**src/psfp_pkg.sv**
```systemverilog
// Shared constants and types for the particle sensor frame parser.
// No dependencies; imported by every module of the block.
package psfp_pkg;

  localparam int FRAME_BYTES = 32;
  localparam int IDX_W       = $clog2(FRAME_BYTES);
  localparam int FIELD_W     = 4;
  localparam int VALUE_W     = 16;

  localparam logic [7:0] MARK_FIRST  = 8'h42;
  localparam logic [7:0] MARK_SECOND = 8'h4D;

  localparam logic [IDX_W-1:0] POS_MARK_HI = IDX_W'(0);
  localparam logic [IDX_W-1:0] POS_MARK_LO = IDX_W'(1);
  localparam logic [IDX_W-1:0] POS_CKS_HI  = IDX_W'(FRAME_BYTES - 2);
  localparam logic [IDX_W-1:0] POS_CKS_LO  = IDX_W'(FRAME_BYTES - 1);

  localparam logic [FIELD_W-1:0] WORD_FIELDS = FIELD_W'(12);
  localparam logic [FIELD_W-1:0] LAST_FIELD  = FIELD_W'(13);

  localparam logic [2:0] REG_ENABLE_ADDR = 3'd0;

  typedef struct packed {
    logic             en;
    logic [IDX_W-1:0] addr;
    logic [7:0]       data;
  } mem_wr_t;

  typedef struct packed {
    logic [IDX_W-1:0] addr0;
    logic [IDX_W-1:0] addr1;
  } mem_rd_t;

endpackage

```
**src/particle_sensor_frame_parser.sv**
```systemverilog
// Top level of the particle sensor frame parser: byte stream in, decoded fields out.
// Depends on psfp_pkg, psfp_store, psfp_rx and psfp_emit.
//
// Usage:
//   in_*  : one received serial byte per beat (in_tdata[7:0]).
//   out_* : one decoded field per beat; out_tuser[3:0] field index,
//           out_tdata[15:0] field value; out_tlast marks the error-code field.
//   cfg_* : register 0 (address 0) bit 0 enables the parser; reset value 1.
//           While clear, input beats are taken and discarded.
// Throughput: one input byte per cycle while a frame fills. The beat that
//   completes a valid 32-byte frame starts the field sequencer, which does a
//   store read, then an output load, for each of the 14 fields; in_tready is
//   low from the cycle after that beat until the last field is loaded into
//   the output register.
// First field: via the frame check register and the sequencer's wait and load states.
// Reset: synchronous, active low; fill index, previous byte and output valid
//   clear; the output data and the store contents are left as they are.
// Stall: a held output beat stops the sequencer, and with it the input
//   side while fields remain; frames with a bad header or checksum yield no
//   beats and do not stall the input.
module particle_sensor_frame_parser (
  input  logic        clk,
  input  logic        rst_n,
  input  logic        in_tvalid,
  output logic        in_tready,
  input  logic [7:0]  in_tdata,   // [7:0] rx_byte
  output logic        out_tvalid,
  input  logic        out_tready,
  output logic [15:0] out_tdata,  // [15:0] field_value
  output logic [3:0]  out_tuser,  // [3:0] field_index
  output logic        out_tlast,
  input  logic        cfg_psel,
  input  logic        cfg_penable,
  input  logic        cfg_pwrite,
  input  logic [2:0]  cfg_paddr,
  input  logic [31:0] cfg_pwdata,
  output logic [31:0] cfg_prdata,
  output logic        cfg_pready
);
  import psfp_pkg::*;

  logic               enable_r, enable_nxt;
  logic               cfg_wr;
  logic               beat;
  logic               frame_ok;
  logic               emit_idle;
  mem_wr_t            wr;
  mem_rd_t            rd;
  logic [7:0]         rd_data0;
  logic [7:0]         rd_data1;
  logic [FIELD_W-1:0] out_index;
  logic [VALUE_W-1:0] out_value;

  assign cfg_pready = 1'b1;
  assign cfg_wr     = cfg_psel && cfg_penable && cfg_pwrite && cfg_pready;
  assign enable_nxt = (cfg_wr && (cfg_paddr == REG_ENABLE_ADDR)) ? cfg_pwdata[0] : enable_r;
  assign cfg_prdata = (cfg_paddr == REG_ENABLE_ADDR) ? {31'b0, enable_r} : 32'b0;

  always_ff @(posedge clk) begin
    if (!rst_n) begin
      enable_r <= 1'b1;
    end else begin
      enable_r <= enable_nxt;
    end
  end

  assign in_tready = emit_idle && !frame_ok;
  assign beat      = in_tvalid && in_tready && enable_r;

  psfp_store u_store (
    .clk      (clk),
    .wr       (wr),
    .rd       (rd),
    .rd_data0 (rd_data0),
    .rd_data1 (rd_data1)
  );

  psfp_rx u_rx (
    .clk      (clk),
    .rst_n    (rst_n),
    .beat     (beat),
    .rx_byte  (in_tdata),
    .wr       (wr),
    .frame_ok (frame_ok)
  );

  psfp_emit u_emit (
    .clk       (clk),
    .rst_n     (rst_n),
    .start     (frame_ok),
    .rd_data0  (rd_data0),
    .rd_data1  (rd_data1),
    .rd        (rd),
    .idle      (emit_idle),
    .out_valid (out_tvalid),
    .out_ready (out_tready),
    .out_index (out_index),
    .out_value (out_value),
    .out_last  (out_tlast)
  );

  assign out_tdata = out_value;
  assign out_tuser = out_index;

endmodule

```
**src/psfp_store.sv**
```systemverilog
// Frame byte store: one write port, two registered read ports.
// Depends on psfp_pkg.
module psfp_store (
  input  logic              clk,
  input  psfp_pkg::mem_wr_t wr,
  input  psfp_pkg::mem_rd_t rd,
  output logic [7:0]        rd_data0,
  output logic [7:0]        rd_data1
);
  import psfp_pkg::*;

  logic [7:0] mem [FRAME_BYTES];
  logic [7:0] rd_data0_r;
  logic [7:0] rd_data1_r;

  always_ff @(posedge clk) begin
    if (wr.en) begin
      mem[wr.addr] <= wr.data;
    end
    rd_data0_r <= mem[rd.addr0];
    rd_data1_r <= mem[rd.addr1];
  end

  assign rd_data0 = rd_data0_r;
  assign rd_data1 = rd_data1_r;

endmodule

```
**src/psfp_rx.sv**
```systemverilog
// Byte intake: resync on start marker, fill index, running checksum, frame check.
// Depends on psfp_pkg; drives the write port of psfp_store.
module psfp_rx (
  input  logic              clk,
  input  logic              rst_n,
  input  logic              beat,
  input  logic [7:0]        rx_byte,
  output psfp_pkg::mem_wr_t wr,
  output logic              frame_ok
);
  import psfp_pkg::*;

  logic [IDX_W-1:0]   fill_r, fill_nxt;
  logic [7:0]         prev_r, prev_nxt;
  logic [VALUE_W-1:0] sum_r, sum_nxt;
  logic [7:0]         cks_hi_r, cks_hi_nxt;
  logic               hdr0_r, hdr0_nxt;
  logic               hdr1_r, hdr1_nxt;
  logic               ok_r, ok_nxt;
  logic               marker;
  logic [IDX_W-1:0]   idx;

  assign marker = (rx_byte == MARK_SECOND) && (prev_r == MARK_FIRST);
  assign idx    = marker ? POS_MARK_LO : fill_r;

  always_comb begin
    fill_nxt   = fill_r;
    prev_nxt   = prev_r;
    sum_nxt    = sum_r;
    cks_hi_nxt = cks_hi_r;
    hdr0_nxt   = hdr0_r;
    hdr1_nxt   = hdr1_r;
    ok_nxt     = 1'b0;
    if (beat) begin
      fill_nxt = idx + IDX_W'(1);
      prev_nxt = rx_byte;
      if (marker) begin
        sum_nxt  = VALUE_W'(MARK_FIRST) + VALUE_W'(MARK_SECOND);
        hdr0_nxt = 1'b1;
        hdr1_nxt = 1'b1;
      end else if (idx == POS_MARK_HI) begin
        sum_nxt  = VALUE_W'(rx_byte);
        hdr0_nxt = (rx_byte == MARK_FIRST);
      end else if (idx < POS_CKS_HI) begin
        sum_nxt = sum_r + VALUE_W'(rx_byte);
        if (idx == POS_MARK_LO) begin
          hdr1_nxt = (rx_byte == MARK_SECOND);
        end
      end else if (idx == POS_CKS_HI) begin
        cks_hi_nxt = rx_byte;
      end else begin
        ok_nxt = hdr0_r && hdr1_r && (sum_r == {cks_hi_r, rx_byte});
      end
    end
  end

  always_ff @(posedge clk) begin
    if (!rst_n) begin
      fill_r <= '0;
      prev_r <= '0;
      ok_r   <= 1'b0;
      hdr0_r <= 1'b0;
      hdr1_r <= 1'b0;
    end else begin
      fill_r <= fill_nxt;
      prev_r <= prev_nxt;
      ok_r   <= ok_nxt;
      hdr0_r <= hdr0_nxt;
      hdr1_r <= hdr1_nxt;
    end
    sum_r    <= sum_nxt;
    cks_hi_r <= cks_hi_nxt;
  end

  assign wr.en    = beat;
  assign wr.addr  = idx;
  assign wr.data  = rx_byte;
  assign frame_ok = ok_r;

`ifndef SYNTHESIS
  a_ok_after_last: assert property (@(posedge clk) disable iff (!rst_n)
    ok_r |-> ($past(beat) && ($past(idx) == POS_CKS_LO)))
    else $error("frame check fired without a final byte");
  a_fill_wrap: assert property (@(posedge clk) disable iff (!rst_n)
    beat && (idx == POS_CKS_LO) |=> (fill_r == '0))
    else $error("fill index did not restart after full frame");
  a_marker_pos: assert property (@(posedge clk) disable iff (!rst_n)
    beat && marker |=> (fill_r == IDX_W'(2)) && hdr0_r && hdr1_r)
    else $error("start marker did not resync frame");
`endif

endmodule

```
**src/psfp_emit.sv**
```systemverilog
// Result sequencer: reads the stored frame field by field into the output register.
// Depends on psfp_pkg; drives the read ports of psfp_store.
module psfp_emit (
  input  logic                          clk,
  input  logic                          rst_n,
  input  logic                          start,
  input  logic [7:0]                    rd_data0,
  input  logic [7:0]                    rd_data1,
  output psfp_pkg::mem_rd_t             rd,
  output logic                          idle,
  output logic                          out_valid,
  input  logic                          out_ready,
  output logic [psfp_pkg::FIELD_W-1:0]  out_index,
  output logic [psfp_pkg::VALUE_W-1:0]  out_value,
  output logic                          out_last
);
  import psfp_pkg::*;

  typedef enum logic [2:0] {
    E_IDLE = 3'b001,
    E_WAIT = 3'b010,
    E_LOAD = 3'b100
  } emit_state_t;

  emit_state_t        state_r, state_nxt;
  logic [FIELD_W-1:0] k_r, k_nxt;
  logic               valid_r, valid_nxt;
  logic [FIELD_W-1:0] index_r, index_nxt;
  logic [VALUE_W-1:0] value_r, value_nxt;
  logic               last_r, last_nxt;
  logic               load;
  logic               word;

  assign word     = (k_r < WORD_FIELDS);
  assign rd.addr0 = word ? IDX_W'(5'd4 + {k_r, 1'b0}) : IDX_W'(5'd16 + 5'(k_r));
  assign rd.addr1 = IDX_W'(5'd5 + {k_r, 1'b0});
  assign load     = (state_r == E_LOAD) && (!valid_r || out_ready);

  always_comb begin
    state_nxt = state_r;
    k_nxt     = k_r;
    valid_nxt = valid_r && !out_ready;
    index_nxt = index_r;
    value_nxt = value_r;
    last_nxt  = last_r;
    unique case (state_r)
      E_IDLE: begin
        if (start) begin
          k_nxt     = '0;
          state_nxt = E_WAIT;
        end
      end
      E_WAIT: begin
        state_nxt = E_LOAD;
      end
      E_LOAD: begin
        if (load) begin
          valid_nxt = 1'b1;
          index_nxt = k_r;
          value_nxt = word ? {rd_data0, rd_data1} : {8'h00, rd_data0};
          last_nxt  = (k_r == LAST_FIELD);
          k_nxt     = k_r + FIELD_W'(1);
          state_nxt = (k_r == LAST_FIELD) ? E_IDLE : E_WAIT;
        end
      end
      default: state_nxt = E_IDLE;
    endcase
  end

  always_ff @(posedge clk) begin
    if (!rst_n) begin
      state_r <= E_IDLE;
      valid_r <= 1'b0;
      k_r     <= '0;
    end else begin
      state_r <= state_nxt;
      valid_r <= valid_nxt;
      k_r     <= k_nxt;
    end
    index_r <= index_nxt;
    value_r <= value_nxt;
    last_r  <= last_nxt;
  end

  assign idle      = (state_r == E_IDLE);
  assign out_valid = valid_r;
  assign out_index = index_r;
  assign out_value = value_r;
  assign out_last  = last_r;

`ifndef SYNTHESIS
  a_start_idle: assert property (@(posedge clk) disable iff (!rst_n)
    start |-> (state_r == E_IDLE))
    else $error("frame completed while fields still draining");
  a_last_field: assert property (@(posedge clk) disable iff (!rst_n)
    valid_r && last_r |-> (index_r == LAST_FIELD))
    else $error("last flag on wrong field");
  a_last_done: assert property (@(posedge clk) disable iff (!rst_n)
    load && (k_r == LAST_FIELD) |=> (state_r == E_IDLE) && last_r && valid_r)
    else $error("sequencer did not finish on final field");
`endif

endmodule

```
**config.mk**
```make
export PLATFORM = sky130hd
export DESIGN_NAME = particle_sensor_frame_parser
export DESIGN_NICKNAME = d
export VERILOG_FILES = /design/src/psfp_pkg.sv /design/src/particle_sensor_frame_parser.sv /design/src/psfp_store.sv /design/src/psfp_rx.sv /design/src/psfp_emit.sv
export SDC_FILE = /design/constraint.sdc
export NUM_CORES = 1
export LEC_CHECK = 0
export BUFFER_PORTS_ARGS = -buffer_cell sky130_fd_sc_hd__buf_4
export CORE_MARGIN = 2
export CORE_UTILIZATION = 26
export CTS_CLUSTER_SIZE = 25
export DETAILED_ROUTE_END_ITERATION = 8
export GPL_TIMING_DRIVEN = 0
export PLACE_DENSITY = 0.53
export SLEW_MARGIN = 5
export SYNTH_ARGS = -nofsm -noshare
export SYNTH_HDL_FRONTEND = slang
export SYNTH_HIERARCHICAL = 1
export SYNTH_SLANG_ARGS = --single-unit
export TNS_END_PERCENT = 50
```
**constraint.sdc**
```tcl
create_clock -name clk -period 5 [get_ports clk]
set_input_delay 1.5 -clock clk [delete_from_list [all_inputs] [get_ports clk]]
set_output_delay 1.5 -clock clk [all_outputs]
set_load 0.01 [all_outputs]
```
# Word level (Yosys, flattened, before mapping)
# Memory sizes are Yosys's and may differ from the RTL's. A register that Yosys moved wholly into a read port is not among the register bits.
# Index checks and enable logic that the tools add are counted.
# classes
n_addsub	6
order_cmp	2
eq_ne	13
mux	23
n_bitwise	5
reduce_logical	31
# op_table
operator	n
== test 8 x 7 -> 1 bit, second input constant	3
adder 16 x 8 -> 16 bit	1
== test 16 bit	1
2-to-1 mux 16 bit	1
2-to-1 mux 8 bit	2
logical AND 1 bit	11
2-to-1 mux 1 bit	11
adder 3 x 5 -> 5 bit, first input constant	2
2-to-1 mux 5 bit	2
case mux 3 bit (3 select lines)	1
2-to-1 mux 4 bit	2
case mux 4 bit (2 select lines)	1
AND reduction 2 bit	4
nonzero test 2 bit	4
2-to-1 mux 3 bit	2
!= test 2 x 1 -> 1 bit, second input constant	3
OR reduction 6 bit	1
adder 5 x 1 -> 5 bit, second input constant	1
adder 5 x 4 -> 5 bit, first input constant	1
== test 5 x 1 -> 1 bit, second input constant	1
== test 5 bit, second input constant	1
logical NOT 5 bit	1
< comparator 5 bit, second input constant	1
NOT 1 bit	5
15 further kinds	17
# totals
regBits	70
ram_bits	256
wordCells	97
memories	1
# memory_table
memory	words	word_bits	read_ports	rd_clocked_by_memory_dff	write_ports	line_no	rtl
u_store.mem	32	8	2	2	1	psfp_store.sv:12	logic [7:0] mem [FRAME_BYTES];

# Logic depth before layout (Yosys ltp)
# Gate-level depths: netlist of run 1.
# logic_depth
word_depth	8
depth_mapped	11

# Cells and area by module
# Netlist of run 1, hierarchy kept.
# modules_own_cells
module	instances	cells_each	area_per_inst_um2	seq_area_each_um2
psfp_store	1	532	12208.0	8007.7
psfp_rx	1	247	2484.9	1041.0
psfp_emit	1	100	1298.7	790.8
particle_sensor_frame_parser	1	44	321.6	20.0

# Least setup slack after synthesis of run 1
# Ideal clock, no wire load.
# synth_timing
path_kind	input port to flip-flop
start	input in_tdata[4]
end	memory u_store.mem[0][0] (enable)
setup_time_ns	0.370
arrival_ns	4.014
t_required_ns	4.630
path_slack_ns	0.616
path_stages	8
path_cell_list	or4b_4 -> or4_4 -> buf_2 -> nand2_1 -> inv_1 -> or3b_2 -> clkbuf_1 -> nor2_1
# synth_lines
element	line_no	rtl
start: declaration	particle_sensor_frame_parser.sv:26	input logic [7:0] in_tdata,
end: declaration	psfp_store.sv:12	

==> results.tsv, run 1 <==
metric	value	unit
status	finished, final reports clean	
Slowest cell on crit path	nor2_1	
Tmin final	4.80	ns
sequential element share of the synthesized area	60.4	%
row cnt	91	
Clock Skew	0.0234	ns
share of cells above drive strength 1	34.5	%
largest net degree at the start of global routing	33	
DIE WIDTH	254	microns
Die Footprint	0.0648	sq mm
synth warn	6	
RSZ-0062 raised after global routing	no	
CTS tree	yes	
IO buf count	42	
first-pass GRT wire length	65300	microns
P&R area growth vs syn	16.2	%
Ports	106	
Hold Violations, Final	0	
vias in the first global route	9203	
initial core utilization	26.4	%
cts bufs inserted	37	
Final Cycle Share	96.0	%
H-tree depth	2	
Synth Flop Type	edfxtp_1	
CP endpoint kind	register	
clk buf depth	3	
library cells used by synthesis	71	
TritonRoute pass-1 iters	5	
DR DRC count	0	
post-route insts no fill	1899	
drt total wl	44500	microns
max-slew violations	0	
# diodes	0	
vias	9352	
WL/cell	23.4	microns
Fill cells	6034	
DP Cell Count	1832	
crit path buf inv count	4	
area of the multi-input gates	0.00594	sq mm
Crit Path Class	primary input to register	
#FFs+latches synth	342	
Post-Synthesis Cells	923	
antenna violations before repair	1	
ANT nets after route	0	
leakage	6.09	nW
Syn Area/Cell	17.7	sq um
Peak VDD IR	0.000211	V
dpl hpwl	30000	microns
chip height	254	microns
placed inst area	0.0178	sq mm
GPL Wtd Cong	0.837	
Post-synth EDFFs	301	
core area	0.0618	sq mm
Layout Nets	1100	
cts hold-fix bufs	0	
slowest stage delay, CP	0.92	ns
CP Max Fanout	10	
worst path arrival time	4.97	ns
drt via density	4.92	
GRT Util Overall	13.9	%
hold slack	0.511	ns
sequence of cells on the critical path	buf_4, or4b_4, or4_4, buf_2, nand2_1, inv_1, or3b_2, clkbuf_1, nor2_1	
Startpoint Class	primary input	
worst hold path type	register to register	
Async S/R FF share, synth	0	%
Final setup viols	0	
CTS resizes	0	
clock latency on the worst-skew pair	0.56	ns
Slew @ Worst Pin	1.12	ns
Sink Count	342	
Max Freq	208	MHz
setup total negative slack	0	ns
family with the most delay on the worst path	simple AND/OR/NAND/NOR gates	
Post-CTS Setup Repair Bufs	0	
Req. time, crit path	5.18	ns
PwrDens	326	mW/mm^2
post-route cell area	0.0190	sq mm
synthesized cell area	0.0163	sq mm
fin util	30.7	%
Max-cap violations	0	
CTS clk-pin slew, worst paths	0.06	ns
initial DRC count	1078	
Slew HR	25.2	%
CTS root buf	clkbuf_16	
gr ovfl total	0	
area occupied by registers	0.00986	sq mm
[through the flow]
step,setup WS [ns],total power (W)
after floorplan,0.616,0.00346
final,0.202,0.00618
after global routing,0.120,0.00640
after detailed placement,-0.341,0.00357
after global placement,-0.406,0.00356
after CTS,0.193,0.00624
[registers in the layout (all words and copies together), names as in the netlist]
name	flops
enable_r	1
u_emit/k_r	4
u_emit/out_index	4
u_emit/out_last	1
u_emit/out_valid	1
u_emit/out_value	16
u_emit/state_r	3
u_rx/cks_hi_r	8
u_rx/fill_r	5
u_rx/frame_ok	1
u_rx/hdr0_r	1
u_rx/hdr1_r	1
u_rx/prev_r	8
u_rx/sum_r	16
u_store/mem	256
u_store/rd_data0	8
u_store/rd_data1	8
[power by group]
part	switching (W)	internal, W
registers	0.0000194	0.00314
clock network	0.00116	0.00150
logic	0.000216	0.000147
total	0.00140	0.00479
[metal layers]
metal	wire length (microns)	vias to the layer above	track usage, %
met5	0	-	0
met2	20200	357	21.0
li1	-	3937	-
met3	3280	49	3.01
met1	20400	5009	20.5
met4	668	0	2.96
[cells by family (layout without fill, tap and decap cells)]
kind of cell | count (synthesis) | count (layout) | share of synthesized area, %
DFF | 342 | 342 | 60.4
muxes | 198 | 198 | 24.6
and+or+nand+nor | 181 | 181 | 6.30
buffers and inverters | 105 | 214 | 3.90
AOI/OAI and AO/OA | 66 | 66 | 2.76
adders and majority gates | 16 | 16 | 1.27
xor gates and xnor gates | 12 | 12 | 0.644
other | 3 | 33 | 0.0690
[synth_stat cells (3+ instances only)]
cell	instances	area [sq um]
mux2_2	25	282
and3_1	3	18.8
nor3_1	3	15.0
nand2b_1	8	50.1
a21oi_1	19	95.1
o21ai_0	10	50.1
o31ai_1	5	37.5
nor2b_1	12	75.1
nand3_1	17	85.1
and2_1	10	62.6
a21o_1	3	22.5
nor4_1	5	31.3
inv_1	7	26.3
buf_6	4	45.0
nor2_1	43	161
buf_2	3	15.0
clkbuf_1	19	71.3
buf_1	16	60.1
or3_1	8	50.1
o21a_1	4	30.0
or4_1	4	30.0
mux4_2	160	3600
or3b_2	4	35.0
buf_4	55	413
mux2i_1	13	130
edfxtp_1	301	9040
xnor2_1	4	35.0
xor2_1	8	70.1
ha_1	15	188
nand4_1	6	37.5
conb_1	3	11.3
nor4b_1	3	26.3
nand3b_1	7	52.6
o32ai_1	3	26.3
dfxtp_1	41	821
nand2_1	30	113
[worst paths after layout]
path / slack, ns / start / to / cells after the start
setup / recovery: 0.20 / in_tdata[4] / u_store/mem[0][7]$_DFFE_PP_ / 9
hold / removal: 0.51 / u_rx/hdr1_r$_SDFFE_PN0P_ / u_rx/hdr1_r$_SDFFE_PN0P_ / 2
setup reg to reg: 1.04 / u_rx/prev_r[4]$_SDFFE_PN0P_ / u_store/mem[0][7]$_DFFE_PP_ / 8
hold reg to reg: 0.51 / u_rx/hdr1_r$_SDFFE_PN0P_ / u_rx/hdr1_r$_SDFFE_PN0P_ / 2
[worst reg2reg max path, cell delays in order, from the launching register on]
cell	delay (ns)
dfxtp_1	0.31
or4b_1	0.59
or4_4	0.53
buf_2	0.22
nand2_1	0.13
inv_1	0.12
or3b_2	0.48
clkbuf_1	0.27
nor2_1	0.93
[final cells by class]
type,instances,share of cell area (%)
well taps,837,5.52
clock buffers,47,5.58
inverters,8,0.165
plain buffers,97,3.19
repair buffers,42,1.66
flip-flops and latches,342,52.0
clock inverters,20,0.554
multi-input cells,506,31.3
[placed cells by master (no fill, tap or decap), drive strengths merged, types with 6 or more instances in the layout]
cell	count
and2	11
or3	9
o21ai	11
xor2	8
a21oi	20
mux2i	13
nor2b	12
nand3b	7
nand4	6
edfxtp	301
mux4	160
mux2	25
clkbuf	66
nand3	17
nor4	6
nand2b	9
nand2	32
conb	33
buf	120
ha	15
clkinv	16
nor2	43
inv	9
dfxtp	41
Note: power is estimated with default switching activity, not from simulation.
==> inputs of run 2 (changes only) <==
--- a/config.mk
+++ b/config.mk
@@ -5,13 +5,13 @@
 export SDC_FILE = /design/constraint.sdc
 export NUM_CORES = 1
 export LEC_CHECK = 0
-export BUFFER_PORTS_ARGS = -buffer_cell sky130_fd_sc_hd__buf_4
 export CORE_MARGIN = 2
 export CORE_UTILIZATION = 26
 export CTS_CLUSTER_SIZE = 25
 export DETAILED_ROUTE_END_ITERATION = 8
+export DONT_BUFFER_PORTS = 1
 export GPL_TIMING_DRIVEN = 0
-export PLACE_DENSITY = 0.53
+export PLACE_DENSITY = 0.51
 export SLEW_MARGIN = 5
 export SYNTH_ARGS = -nofsm -noshare
 export SYNTH_HDL_FRONTEND = slang
==> run 2 against run 1 <==
  * Final cell count shrank 1.9%
  * Combinational power is 6.9% lower
  * Global-route usage hardly changed
  * Critical path depth is 1 lower
  * Via count shrank 3.0%
  * Die area stayed put
  * First-iteration DRC count is 6.4% lower
  * Count of clock-buffer cells in the layout increased by 10
  * Final area shrank 0.98%
  * Routed wire length is 0.57% higher
  * Largest cell class unchanged
  * Highest routed layer is now met5
==> results.tsv, run 2 (synthesized netlist as in run 1, its figures left out) <==
metric	value	unit	change
largest net degree at the start of global routing	33		unchanged
Ports	106		unchanged
setup total negative slack	0	ns	unchanged
crit path from	in_tdata[4]		unchanged
Layout Nets	1060		was 1,100
clock latency on the worst-skew pair	0.55	ns	was 0.56 ns
max-slew violations	0		unchanged
max reg flops	256		unchanged
cts bufs inserted	39		was 37
most common cell after layout, fill and taps aside	edfxtp_1		unchanged
CTS resizes	0		unchanged
first-pass GRT wire length	64600	microns	was 65,300 microns
RSZ-0062 raised after global routing	no		unchanged
H-tree depth	2		unchanged
Final Cycle Share	93.4	%	was 96.0%
drt via density	4.87		was 4.92
initial core utilization	26.4	%	unchanged
Startpoint Class	primary input		unchanged
vias in the first global route	9076		was 9,203
Max-cap violations	0		unchanged
dpl hpwl	30300	microns	was 30,000 microns
DR DRC count	0		unchanged
Max Freq	214	MHz	was 208 MHz
Crit Path Class	primary input to register		unchanged
initial DRC count	1009		was 1,078
row cnt	91		unchanged
IO buf count	0		was 42
R2R Path Start	u_emit/state_r[2]$_SDFFE_PN0P_		was u_rx/prev_r[4]$_SDFFE_PN0P_
Slew HR	20.6	%	was 25.2%
Peak VDD IR	0.000197	V	was 0.000211 V
Req. time, crit path	5.17	ns	was 5.18 ns
ANT nets after route	0		unchanged
gr ovfl total	0		unchanged
PwrDens	340	mW/mm^2	was 326 mW/mm^2
chip height	254	microns	unchanged
Largest Register	u_store/mem		unchanged
vias	9074		was 9,352
pre-CTS setup slack	-0.190	ns	was -0.341 ns
Slew @ Worst Pin	1.19	ns	was 1.12 ns
sequence of cells on the critical path	or4b_4, or4_4, buf_2, nand2_1, inv_1, or3b_2, clkbuf_1, nor2_1		was buf_4, or4b_4, or4_4, buf_2, nand2_1, inv_1, or3b_2, clkbuf_1, nor2_1
GRT Util Overall	13.9	%	about the same
Metal-1 WL	19500	microns	was 20,400 microns
CP endpoint kind	register		unchanged
WHS Path Cells	2		unchanged
slowest stage delay, CP	0.97	ns	was 0.92 ns
hold slack	0.510	ns	was 0.511 ns
worst path arrival time	4.84	ns	was 4.97 ns
TritonRoute pass-1 iters	5		unchanged
CTS tree	yes		unchanged
cts hold-fix bufs	0		unchanged
WL/cell	24.0	microns	was 23.4 microns
CTS root buf	clkbuf_16		unchanged
Detail Route met2 WL	20400	microns	was 20,200 microns
worst hold path type	register to register		unchanged
P&R area growth vs syn	15.1	%	was 16.2%
DR top layer	met5		was met4
R2R Path End	u_store/mem[8][1]$_DFFE_PP_		was u_store/mem[0][7]$_DFFE_PP_
Hold Violations, Final	0		unchanged
Sink Count	342		unchanged
most frequent cells in the layout	edfxtp_1, mux4_2, buf_4, nor2_1, clkbuf_16		was edfxtp_1, mux4_2, buf_4, nor2_1, dfxtp_1
crit path to	u_store/mem[8][1]$_DFFE_PP_		was u_store/mem[0][7]$_DFFE_PP_
Reg2Reg Depth	8		unchanged
core area	0.0618	sq mm	unchanged
r2r setup slk	0.94	ns	was 1.04 ns
metal3 WL	3950	microns	was 3280 microns
status	finished, final reports clean		unchanged
CTS clk-pin slew, worst paths	0.06	ns	about the same
drt total wl	44800	microns	was 44,500 microns
Post-CTS Setup Repair Bufs	0		unchanged
PnR worst setup slack	0.332	ns	was 0.202 ns
Tmin final	4.67	ns	was 4.80 ns
Fill cells	6063		was 6,034
GPL Wtd Cong	0.872		was 0.837
Slowest cell on crit path	nor2_1		unchanged
DIE WIDTH	254	microns	unchanged
antenna violations before repair	1		unchanged
Die Footprint	0.0648	sq mm	unchanged
clk buf depth	3		unchanged
leakage	5.96	nW	was 6.09 nW
share of cells above drive strength 1	32.0	%	was 34.5%
Clock Skew	0.0263	ns	was 0.0234 ns
CP Max Fanout	10		unchanged
Final setup viols	0		unchanged
-- run 2: where the power goes --
part,switching [W],internal [W]
clock network,0.00117,0.00172
registers,0.0000185,0.00314
logic,0.000200,0.000137
-- run 2: critical path: cells and delay by family --
kind | cells | cell delay [ns]
buffers and inverters | 3 | 0.62
and+or+nand+nor | 5 | 2.71
-- run 2: stage by stage --
stage / util (%) / total power (W) / instances / instance area [sq um]
final: 30.4 / 0.00639 / 1862 / 18800
after global routing: 30.4 / 0.00660 / 1861 / 18800
after CTS: 30.4 / 0.00645 / 1861 / 18800
after detailed placement: 28.3 / 0.00354 / 1790 / 17500
after global placement: 28.3 / 0.00354 / 1790 / 17500
after floorplan: - / 0.00346 / 953 / 16400
-- run 2: how the worst min path moves through the flow --
stage	start	to	slack, ns
finish	u_rx/prev_r[6]$_SDFFE_PN0P_	u_rx/prev_r[6]$_SDFFE_PN0P_	0.51
detailed placement	u_rx/prev_r[0]$_SDFFE_PN0P_	u_rx/prev_r[0]$_SDFFE_PN0P_	0.50
global placement	u_rx/prev_r[6]$_SDFFE_PN0P_	u_rx/prev_r[6]$_SDFFE_PN0P_	0.49
CTS	u_rx/prev_r[0]$_SDFFE_PN0P_	u_rx/prev_r[0]$_SDFFE_PN0P_	0.52
floorplan	u_rx/hdr1_r$_SDFFE_PN0P_	u_rx/hdr1_r$_SDFFE_PN0P_	0.45
global route	u_rx/hdr1_r$_SDFFE_PN0P_	u_rx/hdr1_r$_SDFFE_PN0P_	0.54
-- run 2: area by class of cell --
| type | instances | area [sq um] | area share, % |
|---|---|---|---|
| clock inverters | 14 | 131 | 0.700 |
| inverters | 8 | 31.3 | 0.167 |
| well taps | 837 | 1050 | 5.58 |
| plain buffers | 97 | 604 | 3.22 |
| flip-flops and latches | 342 | 9860 | 52.5 |
| multi-input cells | 506 | 5940 | 31.6 |
| clock buffers | 57 | 1160 | 6.17 |
| diodes | 1 | 2.50 | 0.0133 |
-- run 2: layer usage --
metal	global-route usage (%)	vias up
met5	0	-
met4	4.03	2
met3	4.05	52
met2	21.0	371
met1	19.5	4790
li1	-	3859
==> inputs of run 3 (changes only) <==
--- a/config.mk
+++ b/config.mk
@@ -11,7 +11,7 @@
 export DETAILED_ROUTE_END_ITERATION = 8
 export DONT_BUFFER_PORTS = 1
 export GPL_TIMING_DRIVEN = 0
-export PLACE_DENSITY = 0.51
+export PLACE_DENSITY_LB_ADDON = 0.3
 export SLEW_MARGIN = 5
 export SYNTH_ARGS = -nofsm -noshare
 export SYNTH_HDL_FRONTEND = slang
==> run 3 against run 2 <==
  * Worst setup slack better by 0.0024 ns
  * Core utilization is 0.14 points lower
  * Flip-flop and latch count stayed put
  * Final cell count is 0.16% lower
  * Critical path type unchanged
  * Largest power group unchanged
==> results.tsv, run 3 (synthesized netlist as in run 1, its figures left out) <==
metric	value	unit	change
Final Cycle Share	93.3	%	was 93.4%
met2 usage	21.3	%	was 21.0%
Power Internal	0.00490	W	was 0.00500 W
GPL Wtd Cong	0.854		was 0.872
DIE WIDTH	254	microns	unchanged
pre-CTS setup slack	-0.177	ns	was -0.190 ns
CTS resizes	0		unchanged
Tmin final	4.67	ns	about the same
# diodes	0		was 1
RSZ-0062 raised after global routing	no		unchanged
WP depth	8		unchanged
first-pass GRT wire length	64800	microns	was 64,600 microns
most frequent cells in the layout	edfxtp_1, mux4_2, buf_4, nor2_1, dfxtp_1		was edfxtp_1, mux4_2, buf_4, nor2_1, clkbuf_16
cts hold-fix bufs	0		unchanged
crit path buf inv count	3		unchanged
core area	0.0618	sq mm	unchanged
worst path arrival time	4.82	ns	was 4.84 ns
Final setup viols	0		unchanged
vias in the first global route	9057		was 9,076
Clock Skew	0.0312	ns	was 0.0263 ns
Slew HR	24.1	%	was 20.6%
dpl hpwl	30400	microns	was 30,300 microns
Post-CTS Setup Repair Bufs	0		unchanged
CP endpoint kind	register		unchanged
GR Layer Usage met3	3.82	%	was 4.05%
drt via density	4.90		was 4.87
hold slack	0.502	ns	was 0.510 ns
Req. time, crit path	5.16	ns	was 5.17 ns
post-route insts no fill	1859		was 1,862
DR DRC count	0		unchanged
Max-cap violations	0		unchanged
post-route cell area	0.0187	sq mm	was 0.0188 sq mm
status	finished, final reports clean		unchanged
Slowest cell on crit path	nor2_1		unchanged
family with the most delay on the worst path	simple AND/OR/NAND/NOR gates		unchanged
ANT nets after route	0		unchanged
Reg2Reg Depth	8		unchanged
Switching Fraction	21.8	%	about the same
Die Footprint	0.0648	sq mm	unchanged
Sink Count	342		unchanged
slowest stage delay, CP	0.94	ns	was 0.97 ns
clk buf depth	3		unchanged
initial core utilization	26.4	%	unchanged
Ports	106		unchanged
PwrDens	336	mW/mm^2	was 340 mW/mm^2
antenna violations before repair	2		was 1
vias	9105		was 9,074
max reg flops	256		unchanged
placed inst area	0.0175	sq mm	unchanged
Max Freq	214	MHz	about the same
sequence of cells on the critical path	or4b_4, or4_4, buf_2, nand2_1, inv_1, or3b_2, clkbuf_1, nor2_1		unchanged
Crit Path Class	primary input to register		unchanged
Peak VDD IR	0.000187	V	was 0.000197 V
Combinational Power Share	5.4	%	was 5.3%
WL/cell	24.1	microns	was 24.0 microns
PnR worst setup slack	0.335	ns	was 0.332 ns
most common cell after layout, fill and taps aside	edfxtp_1		unchanged
CTS clk-pin slew, worst paths	0.06	ns	about the same
H-tree depth	2		unchanged
IO buf count	0		unchanged
share of cells above drive strength 1	31.2	%	was 32.0%
Seq pwr share	50.4	%	was 49.4%
cts bufs inserted	38		was 39
initial DRC count	842		was 1,009
CP Max Fanout	10		unchanged
TritonRoute pass-1 iters	5		unchanged
CTS root buf	clkbuf_16		unchanged
DP Cell Count	1790		unchanged
GRT Util Overall	14.0	%	was 13.9%
clock share of power	44.2	%	was 45.3%
worst hold path type	register to register		unchanged
chip height	254	microns	unchanged
clock latency on the worst-skew pair	0.55	ns	about the same
drt total wl	44800	microns	about the same
met1 Usage GRT	19.4	%	was 19.5%
gr ovfl total	0		unchanged
Slew @ Worst Pin	1.13	ns	was 1.19 ns
Startpoint Class	primary input		unchanged
Hold Violations, Final	0		unchanged
Fill cells	6038		was 6,063
leakage	5.90	nW	was 5.96 nW
max-slew violations	0		unchanged
Largest Register	u_store/mem		unchanged
Switch Pwr	0.00137	W	was 0.00139 W
gr busiest metal	met2		unchanged
row cnt	91		unchanged
largest net degree at the start of global routing	33		unchanged
WHS Path Cells	2		unchanged
Layout Nets	1059		was 1,060
P&R area growth vs syn	14.6	%	was 15.1%
CTS tree	yes		unchanged
==> run 3: cell count changes in the layout (fill, tap and decap cells not counted), sizes merged <==
cell / before / now
inv: 9 / 8
bufinv: 2 / 3
clkinvlp: 0 / 1
clkbuf: 76 / 73
diode: 1 / 0
==> run 3: tightest hold or removal path, stage by stage (launching register included) <==
cell and delay, ns:
dfxtp_1 0.30, nand2_1 0.09, mux2i_1 0.07
==> run 3: worst paths after layout <==
check	startpoint	end	slack, ns
setup / recovery	in_tdata[4]	u_store/mem[8][0]$_DFFE_PP_	0.33
hold / removal	u_rx/hdr1_r$_SDFFE_PN0P_	u_rx/hdr1_r$_SDFFE_PN0P_	0.50
setup reg to reg	u_emit/state_r[2]$_SDFFE_PN0P_	u_store/mem[8][0]$_DFFE_PP_	0.96
hold reg to reg	u_rx/hdr1_r$_SDFFE_PN0P_	u_rx/hdr1_r$_SDFFE_PN0P_	0.50
==> run 3: power groups by stage <==
stage          sequential [W]  clock [W]  combinational (W)
2_1_floorplan         0.00321          0           0.000253
3_3_place_gp          0.00322          0           0.000321
3_5_place_dp          0.00322          0           0.000326
4_1_cts               0.00316    0.00284           0.000328
5_1_grt               0.00316    0.00296           0.000373
6_report              0.00316    0.00277           0.000339
==> run 3: metal layers <==
layer | part of all wire [%] | wire length, microns | up-vias
met2 | 45 | 20300 | 401
met1 | 44 | 19500 | 4772
met3 | 8.5 | 3800 | 64
met4 | 2.7 | 1200 | 2
li1 | - | - | 3866
met5 | 0.031 | 14 | -
==> run 3: layout make-up <==
class	instances	area, sq um	share of cell area (%)
sequential	342	9860	52.8
multi-input combinational	506	5940	31.8
clock buffer	54	1050	5.63
tap	837	1050	5.60
buffer	97	604	3.23
clock inverter	15	156	0.837
inverter	8	31.3	0.167
==> run 3: per-stage QoR <==
stage / power, W / setup TNS, ns / utilization [%]
floorplan: 0.00346 / 0 / -
detailed placement: 0.00355 / -5.35 / 28.3
global route: 0.00649 / 0 / 30.2
global placement: 0.00354 / -6.94 / 28.3
CTS: 0.00633 / 0 / 30.2
finish: 0.00627 / 0 / 30.2
